<file path="src/rtl/sfma_pkg.sv">
`timescale 1ns / 1ps
// ----------------------------------------------------------------------------
// sfma_pkg
// Shared types and constants of the sensor frame moving average block.
// ----------------------------------------------------------------------------
package sfma_pkg;

    // Window length and queue depth defaults
    localparam int DEFAULT_TAPS        = 16;
    localparam int DEFAULT_QUEUE_DEPTH = 4;

    // Field widths
    localparam int ID_W     = 11;
    localparam int LEN_W    = 4;
    localparam int OLEN_W   = 2;
    localparam int SAMPLE_W = 16;
    localparam int CHANNELS = 4;
    localparam int CHAN_W   = 2;

    // Incoming frame identifiers and lengths
    localparam logic [ID_W-1:0]  ID_LIGHT_IN = 11'h010;
    localparam logic [ID_W-1:0]  ID_REAR_IN  = 11'h012;
    localparam logic [ID_W-1:0]  ID_TEMP_IN  = 11'h014;
    localparam logic [ID_W-1:0]  ID_FRONT_IN = 11'h020;
    localparam logic [LEN_W-1:0] LEN_LIGHT   = 4'd6;
    localparam logic [LEN_W-1:0] LEN_TEMP    = 4'd1;
    localparam logic [LEN_W-1:0] LEN_DIST    = 4'd2;

    // Outgoing frame identifiers and lengths
    localparam logic [ID_W-1:0]   ID_LIGHT_OUT = 11'h031;
    localparam logic [ID_W-1:0]   ID_TEMP_OUT  = 11'h033;
    localparam logic [ID_W-1:0]   ID_FRONT_OUT = 11'h035;
    localparam logic [ID_W-1:0]   ID_REAR_OUT  = 11'h037;
    localparam logic [ID_W-1:0]   ID_SPEED_OUT = 11'h015;
    localparam logic [OLEN_W-1:0] OLEN_ONE     = 2'd1;
    localparam logic [OLEN_W-1:0] OLEN_TWO     = 2'd2;

    // Configuration and speed counter
    localparam logic [SAMPLE_W-1:0] DIST_MAX_RESET = 16'd300;
    localparam logic [7:0]          SPEED_STEP     = 8'd5;
    localparam logic [7:0]          SPEED_TOP      = 8'd140;

    // Divide by 3 of a sum of three 16-bit readings: exact reciprocal multiply
    localparam int                    LIGHT_SUM_W = 18;
    localparam int                    DIV3_SHIFT  = 20;
    localparam int                    DIV3_MULT_W = 19;
    localparam logic [DIV3_MULT_W-1:0] DIV3_MULT  = 19'd349526;

    typedef enum logic [CHAN_W-1:0] {
        CH_LIGHT = 2'd0,
        CH_TEMP  = 2'd1,
        CH_FRONT = 2'd2,
        CH_REAR  = 2'd3
    } t_chan;

    typedef struct packed {
        t_chan               chan;
        logic [SAMPLE_W-1:0] sample;
    } t_item;

    typedef struct packed {
        logic  valid;
        t_item item;
    } t_push;

endpackage

</file>
<file path="src/rtl/sfma_ram.sv">
`timescale 1ns / 1ps
// ----------------------------------------------------------------------------
// sfma_ram
// Simple dual-port RAM: one write port, one read port with registered data.
// ----------------------------------------------------------------------------
module sfma_ram #(
    parameter int WIDTH = sfma_pkg::SAMPLE_W,
    parameter int DEPTH = sfma_pkg::CHANNELS * sfma_pkg::DEFAULT_TAPS
) (
    input  logic                     i_clk,
    input  logic                     i_we,
    input  logic [$clog2(DEPTH)-1:0] i_waddr,
    input  logic [WIDTH-1:0]         i_wdata,
    input  logic                     i_re,
    input  logic [$clog2(DEPTH)-1:0] i_raddr,
    output logic [WIDTH-1:0]         o_rdata
);

    logic [WIDTH-1:0] r_mem [DEPTH];
    logic [WIDTH-1:0] r_rdata;

    always_ff @(posedge i_clk) begin
        if (i_we) begin
            r_mem[i_waddr] <= i_wdata;
        end
        if (i_re) begin
            r_rdata <= r_mem[i_raddr];
        end
    end

    assign o_rdata = r_rdata;

endmodule

</file>
<file path="src/rtl/sfma_front.sv">
`timescale 1ns / 1ps
// ----------------------------------------------------------------------------
// sfma_front
// Frame decode: checks id and length, repairs distance readings, averages
// the three light readings, and pushes one sample word into the queue.
// ----------------------------------------------------------------------------
module sfma_front (
    input  logic                                i_clk,
    input  logic                                i_rst_n,
    input  logic                                i_in_valid,
    output logic                                o_in_stall,
    input  logic [sfma_pkg::ID_W-1:0]           i_frame_id,
    input  logic [sfma_pkg::LEN_W-1:0]          i_frame_length,
    input  logic [7:0]                          i_byte0,
    input  logic [7:0]                          i_byte1,
    input  logic [7:0]                          i_byte2,
    input  logic [7:0]                          i_byte3,
    input  logic [7:0]                          i_byte4,
    input  logic [7:0]                          i_byte5,
    input  logic [sfma_pkg::SAMPLE_W-1:0]       i_dist_max,
    input  logic                                i_full,
    output sfma_pkg::t_push                     o_push
);

    localparam int VW = sfma_pkg::LIGHT_SUM_W;
    localparam int PW = VW + sfma_pkg::DIV3_MULT_W;

    logic                          r_f1_valid;
    sfma_pkg::t_chan               r_f1_chan;
    logic [VW-1:0]                 r_f1_value;
    logic [sfma_pkg::SAMPLE_W-1:0] r_front_good;
    logic [sfma_pkg::SAMPLE_W-1:0] r_rear_good;

    logic [sfma_pkg::SAMPLE_W-1:0] w_r0, w_r1, w_r2, w_dist, w_good, w_fixed;
    logic [VW-1:0]                 w_sum3;
    logic                          w_is_front, w_is_rear, w_kind_ok;
    sfma_pkg::t_chan               w_chan;
    logic [VW-1:0]                 w_value;
    logic                          w_advance, w_accept;
    logic [PW-1:0]                 w_prod;

    always_comb begin
        w_r0       = {i_byte1, i_byte0};
        w_r1       = {i_byte3, i_byte2};
        w_r2       = {i_byte5, i_byte4};
        w_sum3     = VW'(w_r0) + VW'(w_r1) + VW'(w_r2);
        w_dist     = {i_byte1, i_byte0};
        w_is_front = (i_frame_id == sfma_pkg::ID_FRONT_IN);
        w_is_rear  = (i_frame_id == sfma_pkg::ID_REAR_IN);
        w_good     = w_is_front ? r_front_good : r_rear_good;
        // zero or out-of-range reading: reuse the last good one
        w_fixed    = (w_dist == '0 || w_dist > i_dist_max) ? w_good : w_dist;

        w_kind_ok = 1'b0;
        w_chan    = sfma_pkg::CH_LIGHT;
        w_value   = '0;
        if (i_frame_id == sfma_pkg::ID_LIGHT_IN) begin
            w_kind_ok = (i_frame_length == sfma_pkg::LEN_LIGHT);
            w_chan    = sfma_pkg::CH_LIGHT;
            w_value   = w_sum3;
        end else if (i_frame_id == sfma_pkg::ID_TEMP_IN) begin
            w_kind_ok = (i_frame_length == sfma_pkg::LEN_TEMP);
            w_chan    = sfma_pkg::CH_TEMP;
            w_value   = VW'(i_byte0);
        end else if (w_is_front || w_is_rear) begin
            w_kind_ok = (i_frame_length == sfma_pkg::LEN_DIST);
            w_chan    = w_is_front ? sfma_pkg::CH_FRONT : sfma_pkg::CH_REAR;
            w_value   = VW'(w_fixed);
        end
    end

    assign w_advance  = !r_f1_valid || !i_full;
    assign o_in_stall = !w_advance;
    assign w_accept   = i_in_valid && w_advance;

    always_ff @(posedge i_clk) begin
        if (!i_rst_n) begin
            r_f1_valid   <= 1'b0;
            r_front_good <= '0;
            r_rear_good  <= '0;
        end else begin
            if (w_advance) begin
                // drop unknown ids and wrong lengths here
                r_f1_valid <= w_accept && w_kind_ok;
            end
            if (w_accept && w_kind_ok && w_is_front) begin
                r_front_good <= w_fixed;
            end
            if (w_accept && w_kind_ok && w_is_rear) begin
                r_rear_good <= w_fixed;
            end
        end
    end

    always_ff @(posedge i_clk) begin
        if (w_accept) begin
            r_f1_chan  <= w_chan;
            r_f1_value <= w_value;
        end
    end

    assign w_prod = PW'(r_f1_value) * PW'(sfma_pkg::DIV3_MULT);

    always_comb begin
        o_push.valid     = r_f1_valid && !i_full;
        o_push.item.chan = r_f1_chan;
        if (r_f1_chan == sfma_pkg::CH_LIGHT) begin
            o_push.item.sample = w_prod[sfma_pkg::DIV3_SHIFT +: sfma_pkg::SAMPLE_W];
        end else begin
            o_push.item.sample = r_f1_value[sfma_pkg::SAMPLE_W-1:0];
        end
    end

endmodule

</file>
<file path="src/rtl/sfma_fifo.sv">
`timescale 1ns / 1ps
// ----------------------------------------------------------------------------
// sfma_fifo
// Short queue of sample words between frame decode and the filter engine.
// ----------------------------------------------------------------------------
module sfma_fifo #(
    parameter int DEPTH = sfma_pkg::DEFAULT_QUEUE_DEPTH
) (
    input  logic            i_clk,
    input  logic            i_rst_n,
    input  sfma_pkg::t_push i_push,
    input  logic            i_pop,
    output logic            o_full,
    output logic            o_empty,
    output sfma_pkg::t_item o_head
);

    localparam int PTR_W = (DEPTH > 1) ? $clog2(DEPTH) : 1;
    localparam int CNT_W = $clog2(DEPTH + 1);
    localparam logic [PTR_W-1:0] LAST_PTR = PTR_W'(DEPTH - 1);

    sfma_pkg::t_item  r_mem [DEPTH];
    logic [PTR_W-1:0] r_wr_ptr;
    logic [PTR_W-1:0] r_rd_ptr;
    logic [CNT_W-1:0] r_count;

    logic w_push, w_pop;

    assign o_full  = (r_count == CNT_W'(DEPTH));
    assign o_empty = (r_count == '0);
    assign o_head  = r_mem[r_rd_ptr];
    assign w_push  = i_push.valid && !o_full;
    assign w_pop   = i_pop && !o_empty;

    always_ff @(posedge i_clk) begin
        if (!i_rst_n) begin
            r_wr_ptr <= '0;
            r_rd_ptr <= '0;
            r_count  <= '0;
        end else begin
            if (w_push) begin
                r_wr_ptr <= (r_wr_ptr == LAST_PTR) ? '0 : r_wr_ptr + 1'b1;
            end
            if (w_pop) begin
                r_rd_ptr <= (r_rd_ptr == LAST_PTR) ? '0 : r_rd_ptr + 1'b1;
            end
            if (w_push && !w_pop) begin
                r_count <= r_count + 1'b1;
            end else if (w_pop && !w_push) begin
                r_count <= r_count - 1'b1;
            end
        end
    end

    always_ff @(posedge i_clk) begin
        if (w_push) begin
            r_mem[r_wr_ptr] <= i_push.item;
        end
    end

endmodule

</file>
<file path="src/rtl/sfma_back.sv">
`timescale 1ns / 1ps
// ----------------------------------------------------------------------------
// sfma_back
// Filter engine: updates the window of each channel and its running sum,
// divides the sum by the window length and formats the result frames.
// ----------------------------------------------------------------------------
module sfma_back #(
    parameter int TAPS = sfma_pkg::DEFAULT_TAPS
) (
    input  logic                          i_clk,
    input  logic                          i_rst_n,
    input  logic                          i_empty,
    input  sfma_pkg::t_item               i_head,
    output logic                          o_pop,
    output logic                          o_out_valid,
    input  logic                          i_out_stall,
    output logic [sfma_pkg::ID_W-1:0]     o_out_id,
    output logic [sfma_pkg::OLEN_W-1:0]   o_out_length,
    output logic [7:0]                    o_out_low,
    output logic [7:0]                    o_out_high,
    output logic                          o_last
);

    localparam int POS_W  = $clog2(TAPS);
    localparam int ADDR_W = sfma_pkg::CHAN_W + POS_W;
    localparam int DEPTH  = sfma_pkg::CHANNELS << POS_W;
    localparam int SUM_W  = sfma_pkg::SAMPLE_W + POS_W;
    // floor(sum / TAPS) = (sum * RECIP) >> SHIFT, exact for every sum < 2**SUM_W
    localparam int SHIFT  = SUM_W + POS_W;
    localparam int RCP_W  = SUM_W + 1;
    localparam logic [RCP_W-1:0] RECIP = RCP_W'(((64'd1 << SHIFT) + TAPS - 1) / TAPS);
    localparam int PROD_W = SUM_W + RCP_W;
    localparam logic [POS_W-1:0] LAST_POS = POS_W'(TAPS - 1);

    logic [POS_W-1:0]              r_pos [sfma_pkg::CHANNELS];
    logic [SUM_W-1:0]              r_sum [sfma_pkg::CHANNELS];
    logic [DEPTH-1:0]              r_vld;
    logic [7:0]                    r_speed;

    logic                          r_a_valid;
    sfma_pkg::t_item               r_a_item;
    logic [ADDR_W-1:0]             r_a_addr;
    logic                          r_a_hit;

    logic                          r_c_valid;
    sfma_pkg::t_chan               r_c_chan;
    logic [SUM_W-1:0]              r_c_sum;
    logic                          r_c_phase;

    logic                          r_out_valid;
    logic [sfma_pkg::ID_W-1:0]     r_out_id;
    logic [sfma_pkg::OLEN_W-1:0]   r_out_len;
    logic [7:0]                    r_out_low;
    logic [7:0]                    r_out_high;
    logic                          r_out_last;

    logic [ADDR_W-1:0]             w_raddr;
    logic [sfma_pkg::SAMPLE_W-1:0] w_rdata, w_old;
    logic [SUM_W-1:0]              w_new_sum;
    logic                          w_out_ok, w_c_done, w_a_move;
    logic [PROD_W-1:0]             w_prod;
    logic [sfma_pkg::SAMPLE_W-1:0] w_avg;
    logic [7:0]                    w_speed_inc, w_speed_next;

    assign w_out_ok = !r_out_valid || !i_out_stall;
    // temperature holds this stage for a second word (the speed frame)
    assign w_c_done = r_c_valid && w_out_ok &&
                      (r_c_chan != sfma_pkg::CH_TEMP || r_c_phase);
    assign w_a_move = r_a_valid && (!r_c_valid || w_c_done);
    assign o_pop    = !i_empty && (!r_a_valid || w_a_move);
    assign w_raddr  = {i_head.chan, r_pos[i_head.chan]};

    sfma_ram #(
        .WIDTH (sfma_pkg::SAMPLE_W),
        .DEPTH (DEPTH)
    ) u_hist (
        .i_clk   (i_clk),
        .i_we    (w_a_move),
        .i_waddr (r_a_addr),
        .i_wdata (r_a_item.sample),
        .i_re    (o_pop),
        .i_raddr (w_raddr),
        .o_rdata (w_rdata)
    );

    // never-written window entries read as zero
    assign w_old     = r_a_hit ? w_rdata : '0;
    assign w_new_sum = r_sum[r_a_item.chan] - SUM_W'(w_old) + SUM_W'(r_a_item.sample);

    assign w_prod = PROD_W'(r_c_sum) * PROD_W'(RECIP);
    assign w_avg  = w_prod[SHIFT +: sfma_pkg::SAMPLE_W];

    assign w_speed_inc  = r_speed + sfma_pkg::SPEED_STEP;
    assign w_speed_next = (w_speed_inc > sfma_pkg::SPEED_TOP) ? '0 : w_speed_inc;

    always_ff @(posedge i_clk) begin
        if (!i_rst_n) begin
            for (int i = 0; i < sfma_pkg::CHANNELS; i++) begin
                r_pos[i] <= '0;
                r_sum[i] <= '0;
            end
            r_vld       <= '0;
            r_speed     <= '0;
            r_a_valid   <= 1'b0;
            r_c_valid   <= 1'b0;
            r_c_phase   <= 1'b0;
            r_out_valid <= 1'b0;
        end else begin
            if (o_pop) begin
                r_pos[i_head.chan] <= (r_pos[i_head.chan] == LAST_POS) ?
                                      '0 : r_pos[i_head.chan] + 1'b1;
            end
            if (o_pop) begin
                r_a_valid <= 1'b1;
            end else if (w_a_move) begin
                r_a_valid <= 1'b0;
            end

            if (w_a_move) begin
                r_sum[r_a_item.chan] <= w_new_sum;
                r_vld[r_a_addr]      <= 1'b1;
                r_c_valid            <= 1'b1;
            end else if (w_c_done) begin
                r_c_valid <= 1'b0;
            end

            if (w_c_done) begin
                r_c_phase <= 1'b0;
            end else if (r_c_valid && w_out_ok) begin
                r_c_phase <= 1'b1;
            end

            if (r_c_valid && w_out_ok && r_c_chan == sfma_pkg::CH_TEMP && r_c_phase) begin
                r_speed <= w_speed_next;
            end

            if (w_out_ok) begin
                r_out_valid <= r_c_valid;
            end
        end
    end

    always_ff @(posedge i_clk) begin
        if (o_pop) begin
            r_a_item <= i_head;
            r_a_addr <= w_raddr;
            r_a_hit  <= r_vld[w_raddr];
        end
        if (w_a_move) begin
            r_c_chan <= r_a_item.chan;
            r_c_sum  <= w_new_sum;
        end
        if (r_c_valid && w_out_ok) begin
            case (r_c_chan)
                sfma_pkg::CH_LIGHT: begin
                    r_out_id   <= sfma_pkg::ID_LIGHT_OUT;
                    r_out_len  <= sfma_pkg::OLEN_TWO;
                    r_out_low  <= w_avg[7:0];
                    r_out_high <= w_avg[15:8];
                    r_out_last <= 1'b1;
                end
                sfma_pkg::CH_TEMP: begin
                    r_out_len  <= sfma_pkg::OLEN_ONE;
                    r_out_high <= '0;
                    if (r_c_phase) begin
                        r_out_id   <= sfma_pkg::ID_SPEED_OUT;
                        r_out_low  <= w_speed_next;
                        r_out_last <= 1'b1;
                    end else begin
                        r_out_id   <= sfma_pkg::ID_TEMP_OUT;
                        r_out_low  <= w_avg[7:0];
                        r_out_last <= 1'b0;
                    end
                end
                sfma_pkg::CH_FRONT: begin
                    r_out_id   <= sfma_pkg::ID_FRONT_OUT;
                    r_out_len  <= sfma_pkg::OLEN_TWO;
                    r_out_low  <= w_avg[7:0];
                    r_out_high <= w_avg[15:8];
                    r_out_last <= 1'b1;
                end
                default: begin
                    r_out_id   <= sfma_pkg::ID_REAR_OUT;
                    r_out_len  <= sfma_pkg::OLEN_TWO;
                    r_out_low  <= w_avg[7:0];
                    r_out_high <= w_avg[15:8];
                    r_out_last <= 1'b1;
                end
            endcase
        end
    end

    assign o_out_valid  = r_out_valid;
    assign o_out_id     = r_out_id;
    assign o_out_length = r_out_len;
    assign o_out_low    = r_out_low;
    assign o_out_high   = r_out_high;
    assign o_last       = r_out_last;

endmodule

</file>
<file path="src/rtl/sensor_frame_moving_average.sv">
`timescale 1ns / 1ps
// Path: an accepted frame is registered in the decode stage, written into the queue, then read
// into the window stage, moved to the sum stage and formatted into the output register.
// Throughput: one frame per cycle unless the output stalls or a temperature frame holds the
// filter engine; a temperature frame sends two words in turn through its single output register.
// Reset: synchronous, active low; clears windows (per-entry valid bits), sums, positions,
// last good distances and the speed counter at once, and sets distance_max to 300.
// ----------------------------------------------------------------------------
// sensor_frame_moving_average
// Per-channel moving average of received sensor frames, emitted as packed frames.
// ----------------------------------------------------------------------------
module sensor_frame_moving_average #(
    parameter int TAPS        = sfma_pkg::DEFAULT_TAPS,
    parameter int QUEUE_DEPTH = sfma_pkg::DEFAULT_QUEUE_DEPTH
) (
    input  logic                          i_clk,
    input  logic                          i_rst_n,
    input  logic                          i_cfg_valid,
    output logic                          o_cfg_ready,
    input  logic [sfma_pkg::SAMPLE_W-1:0] i_cfg_data,
    input  logic                          i_in_valid,
    output logic                          o_in_stall,
    input  logic [sfma_pkg::ID_W-1:0]     i_frame_id,
    input  logic [sfma_pkg::LEN_W-1:0]    i_frame_length,
    input  logic [7:0]                    i_byte0,
    input  logic [7:0]                    i_byte1,
    input  logic [7:0]                    i_byte2,
    input  logic [7:0]                    i_byte3,
    input  logic [7:0]                    i_byte4,
    input  logic [7:0]                    i_byte5,
    output logic                          o_out_valid,
    input  logic                          i_out_stall,
    output logic [sfma_pkg::ID_W-1:0]     o_out_id,
    output logic [sfma_pkg::OLEN_W-1:0]   o_out_length,
    output logic [7:0]                    o_out_low,
    output logic [7:0]                    o_out_high,
    output logic                          o_last
);

    logic [sfma_pkg::SAMPLE_W-1:0] r_dist_max;
    sfma_pkg::t_push               w_push;
    sfma_pkg::t_item               w_head;
    logic                          w_full, w_empty, w_pop;

    assign o_cfg_ready = 1'b1;

    always_ff @(posedge i_clk) begin
        if (!i_rst_n) begin
            r_dist_max <= sfma_pkg::DIST_MAX_RESET;
        end else if (i_cfg_valid && o_cfg_ready) begin
            r_dist_max <= i_cfg_data;
        end
    end

    sfma_front u_front (
        .i_clk          (i_clk),
        .i_rst_n        (i_rst_n),
        .i_in_valid     (i_in_valid),
        .o_in_stall     (o_in_stall),
        .i_frame_id     (i_frame_id),
        .i_frame_length (i_frame_length),
        .i_byte0        (i_byte0),
        .i_byte1        (i_byte1),
        .i_byte2        (i_byte2),
        .i_byte3        (i_byte3),
        .i_byte4        (i_byte4),
        .i_byte5        (i_byte5),
        .i_dist_max     (r_dist_max),
        .i_full         (w_full),
        .o_push         (w_push)
    );

    sfma_fifo #(
        .DEPTH (QUEUE_DEPTH)
    ) u_fifo (
        .i_clk   (i_clk),
        .i_rst_n (i_rst_n),
        .i_push  (w_push),
        .i_pop   (w_pop),
        .o_full  (w_full),
        .o_empty (w_empty),
        .o_head  (w_head)
    );

    sfma_back #(
        .TAPS (TAPS)
    ) u_back (
        .i_clk        (i_clk),
        .i_rst_n      (i_rst_n),
        .i_empty      (w_empty),
        .i_head       (w_head),
        .o_pop        (w_pop),
        .o_out_valid  (o_out_valid),
        .i_out_stall  (i_out_stall),
        .o_out_id     (o_out_id),
        .o_out_length (o_out_length),
        .o_out_low    (o_out_low),
        .o_out_high   (o_out_high),
        .o_last       (o_last)
    );

endmodule

</file>
<file path="config.mk">
export PLATFORM = sky130hd
export DESIGN_NAME = sensor_frame_moving_average
export DESIGN_NICKNAME = d
export VERILOG_FILES = /design/src/rtl/sfma_pkg.sv /design/src/rtl/sfma_ram.sv /design/src/rtl/sfma_front.sv /design/src/rtl/sfma_fifo.sv /design/src/rtl/sfma_back.sv /design/src/rtl/sensor_frame_moving_average.sv
export SDC_FILE = /design/constraint.sdc
export NUM_CORES = 2
export LEC_CHECK = 0
export ABC_CLOCK_PERIOD_IN_PS = 18450
export BUFFER_PORTS_ARGS = -buffer_cell sky130_fd_sc_hd__buf_2
export CAP_MARGIN = 10
export CORE_MARGIN = 1.5
export CORE_UTILIZATION = 40
export DETAILED_ROUTE_END_ITERATION = 6
export PLACE_DENSITY_LB_ADDON = 0.12
export SETUP_SLACK_MARGIN = 0.2
export SKIP_CTS_REPAIR_TIMING = 1
export SYNTH_ARGS = -nofsm -noshare
export SYNTH_HDL_FRONTEND = slang
export SYNTH_HIERARCHICAL = 1
export SYNTH_SLANG_ARGS = --single-unit
</file>
<file path="constraint.sdc">
create_clock -name i_clk -period 18.45 [get_ports i_clk]
set_clock_uncertainty 0.2 [all_clocks]
set_input_delay 1.845 -clock i_clk [delete_from_list [all_inputs] [get_ports i_clk]]
set_output_delay 1.845 -clock i_clk [all_outputs]
set_load 0.005 [all_outputs]
</file>
==> summary.txt <==
Status
  • Status: finished, final reports clean

Yosys
  • Synthesized instance count: slightly above 4000
  • Main combinational cell family by area after synthesis: multiplexers
  • Commonest cells in the synthesized netlist: edfxtp_1 (1291), inv_1 (355), mux4_2 (254), nor2_1 (216), ha_1 (215)
  • Post-synthesis compound-gate area fraction: 4.734%
  • Post-synth EDFFs: 1291
  • Synth warn: 6
  • Mux share of post-synthesis cell area: 12.78%
  • Main area contributors after synthesis: edfxtp_1 (60%), mux4_2 (8.8%), fa_1 (4.4%), dfxtp_1 (4.2%), ha_1 (4.1%)
  • Post-synthesis adder-cell area fraction: 8.503%
  • Seq/Total Area, Yosys: 64.00%
  • Simple-gate portion of the synthesized area: under 10%
  • Async set-or-reset flop fraction in the synthesized netlist: 0%
  • Yosys top cell area share: 59.80%
  • Top_reg_cell synth: edfxtp_1
  • Yosys cell types: 88
  • Most common cell in the netlist: edfxtp_1
  • Post-synthesis register bit count: 1427
  • Leading area contributor after synthesis: edfxtp_1
  • Syn_area_per_cell: 16.05 um2
  • XOR/XNOR share of the synthesized area: less than 1%
  • Synthesized area: 64830 um2

Layout
  • Synth-to-layout area growth: 12.71%
  • Core Util, Final: 45.46%
  • Multi-input gate area: 20950 um2
  • Net count, final: 4689
  • Fraction of layout cells with a size suffix above 1: 18.43%
  • Finished Layout Cells: 6535
  • Fillers: ~14000
  • Reg area: 41490 um2

STA
  • Final min period: 7.086 ns
  • Setup TNS: 0 ns
  • Max-slew violation count: 0
  • Final Hold Viols: 0
  • Max Clk Rate: approximately 140 MHz
  • Fin crit share: between 30% and 40%
  • # setup viols final: 0
  • Final worst setup slack: 11.36 ns
  • Worst rel slew slack: 24.41%
  • Unrepaired setup endpoints after global routing: no
  • Slew @ Worst Pin: 1.134 ns

Placed design
  • Placer Congestion: a little over 0.8
  • Pre-CTS setup slack: approximately 11 ns
  • Port Buffers: around 110
  • Placed insts: between 6000 and 7000
  • Detail Placement HPWL: between 100 and 150 mm

Drt
  • Initial drt markers: between 2000 and 3000
  • Via count: 34830
  • Drt total wl: about 170 mm
  • Vias per inst: 5.329
  • Drt wl/cell: 25.25 um
  • Post-DRT Antenna Nets: 0
  • Drc violations: 0
  • DRT Pass-1 Iters: 5

Power
  • Sw Ratio: roughly a quarter
  • Psw: ~0.002 W
  • Max VDD drop: 0.08966 mV
  • Total power draw: 0.007977 W
  • Sequential fraction of design power: between 40% and 50%
  • Cell-internal power: 0.005968 W
  • Clk pwr share: 39.1%
  • LEAKAGE: 25.93 nW
  • Logic pwr share: ~15%
  • PD cells: 109.2 nW/um2

Floorplan
  • CORE AREA: 160800 um2
  • Die width: 405.6 um
  • I/O pin cnt: 117
  • Initial core utilization: 40.33%
  • Die ar.: between 150000 and 200000 um2
  • Die height: slightly above 400 um
  • Site Rows: 147

Clock network
  • Clock sinks: 1427
  • CTS tree: done
  • Clock root buffer: clkbuf_16
  • Skew-Pair Late Insertion Delay: 0.77 ns
  • Reg clk slew, reported paths: about 0.060 ns
  • CTS Buf Count: approximately 160
  • Clock Tree Buf Depth: 3
  • CTS HTree Levels: 4

Worst setup path
  • Arrival @ worst endpoint: 7.35 ns
  • Worst Path Max Fanout: 61
  • Kind of critical path: register to register
  • Cells along the critical path: buf_4 -> mux4_2 -> mux4_4 -> buf_4 -> buf_4 -> buf_4 -> mux4_2 -> nor2b_1 -> a211o_1 -> a31oi_1 -> a311oi_1
  • Largest stage delay, worst path: about 1.1 ns
  • Slowest cell on the critical path: mux4_4
  • Startpoint Class: register
  • Setup slack, reg-to-reg: 11.36 ns
  • Cell mode on critical path: buf_4
  • CP Capture Point: u_back/u_hist/o_rdata[0]
  • Worst flop-to-flop path endpoint: u_back/u_hist/o_rdata[0]
  • WP data required: 18.71 ns
  • Cell depth of the worst flop-to-flop path: 11
  • Setup crit end kind: register

GRT
  • Pin count of the biggest net entering global routing: between 100 and 150
  • All-Layer GR Usage: 20.34%
  • First-pass GRT wire length: between 200 and 250 mm
  • Total grt overflow: 0
  • Vias in the first global route: 36130
  • Initial antenna violation count: 7

Hold path
  • Min-Delay Path Class: register to register

Job
  • Number of max-cap violations: 0
[worst min path at each step]
stage / start / endpoint / cells after the start
2_1_floorplan: u_back/r_vld[21] / u_back/r_vld[21] / 2
3_3_place_gp: u_back/r_vld[29] / u_back/r_vld[29] / 2
3_5_place_dp: u_back/r_vld[29] / u_back/r_vld[29] / 2
4_1_cts: u_back/r_vld[29] / u_back/r_vld[29] / 2
5_1_grt: u_front/r_rear_good[9] / u_front/r_rear_good[9] / 2
6_report: u_back/r_vld[29] / u_back/r_vld[29] / 2
[per-layer routing]
| metal | global-route usage [%] | vias to the layer above | routed length, um |
|---|---|---|---|
| met3 | 3.241 | 224 | 8752 |
| met1 | 28.09 | 17980 | 73050 |
| met4 | 6.282 | 0 | 4728 |
| met5 | 0 | - | 0 |
| met2 | 33.05 | 929 | 78500 |
| li1 | - | 15700 | - |
[power groups by stage]
stage	Clock, W	Sequential (W)	Combinational (W)
after floorplan	0	0.00371	0.000897
after global placement	0	0.00371	0.00121
after detailed placement	0	0.00371	0.00122
after CTS	0.00319	0.00364	0.00123
after global routing	0.00330	0.00364	0.00140
final	0.00312	0.00364	0.00122
[stage by stage]
step	cell area [um2]	hold slack (ns)
after floorplan	64850	0.2179
after global placement	67960	0.2298
after detailed placement	67960	0.2371
after CTS	73060	0.2512
after global routing	73060	0.2739
final	73070	0.2455
[flip-flops by register name, summed over array words and instances (netlist names), 18 cells and up, named ones only]
name,cells
u_back/u_hist/r_mem,1024
u_back/r_sum,80
u_fifo/r_mem,72
u_back/r_vld,64
u_back/r_a_item,18
u_front/r_f1_value,18
[placed cells by master, fill, tap and decap left out, drive strengths merged, types with 16 or more instances in the layout]
cell type	n
a22oi	46
nand2	212
ha	215
a21oi	80
nand3	56
a211oi	16
mux2i	165
a21o	19
nor3	25
xor2	24
o21ai	119
clkinv	56
inv	360
nor2b	80
edfxtp	1291
fa	141
and2	45
mux4	266
nand4	17
bufinv	18
nand2b	20
xnor2	29
a221oi	19
buf	229
dfxtp	136
a22o	33
mux2	53
nor2	219
clkbuf	193
[cell families after synthesis]
family | Yosys count
AOI/OAI and AO/OA | 448
xor gates and xnor gates | 53
adders and majority gates | 356
buffers and inverters | 538
DFF | 1427
muxes | 484
other | 3
and+or+nand+nor | 730
[worst max-delay path: cells and delay by family (launching register included)]
kind / cells / cell delay (ns)
buffers and inverters: 4 / 2.73
AO/OA/AOI/OAI: 3 / 0.72
AND/OR/NAND/NOR: 1 / 0.14
flip-flops: 1 / 0.30
multiplexers: 3 / 2.55
[area by class of cell]
cell class | instances | share of cell area (%)
flip-flops and latches | 1427 | 56.78
multi-input cells | 2080 | 28.68
clock buffers | 193 | 5.704
well taps | 2160 | 3.698
repair buffers | 229 | 2.024
inverters | 355 | 1.824
clock inverters | 85 | 1.276
diodes | 6 | 0.02055
Note: power is estimated with default switching activity, not from simulation.
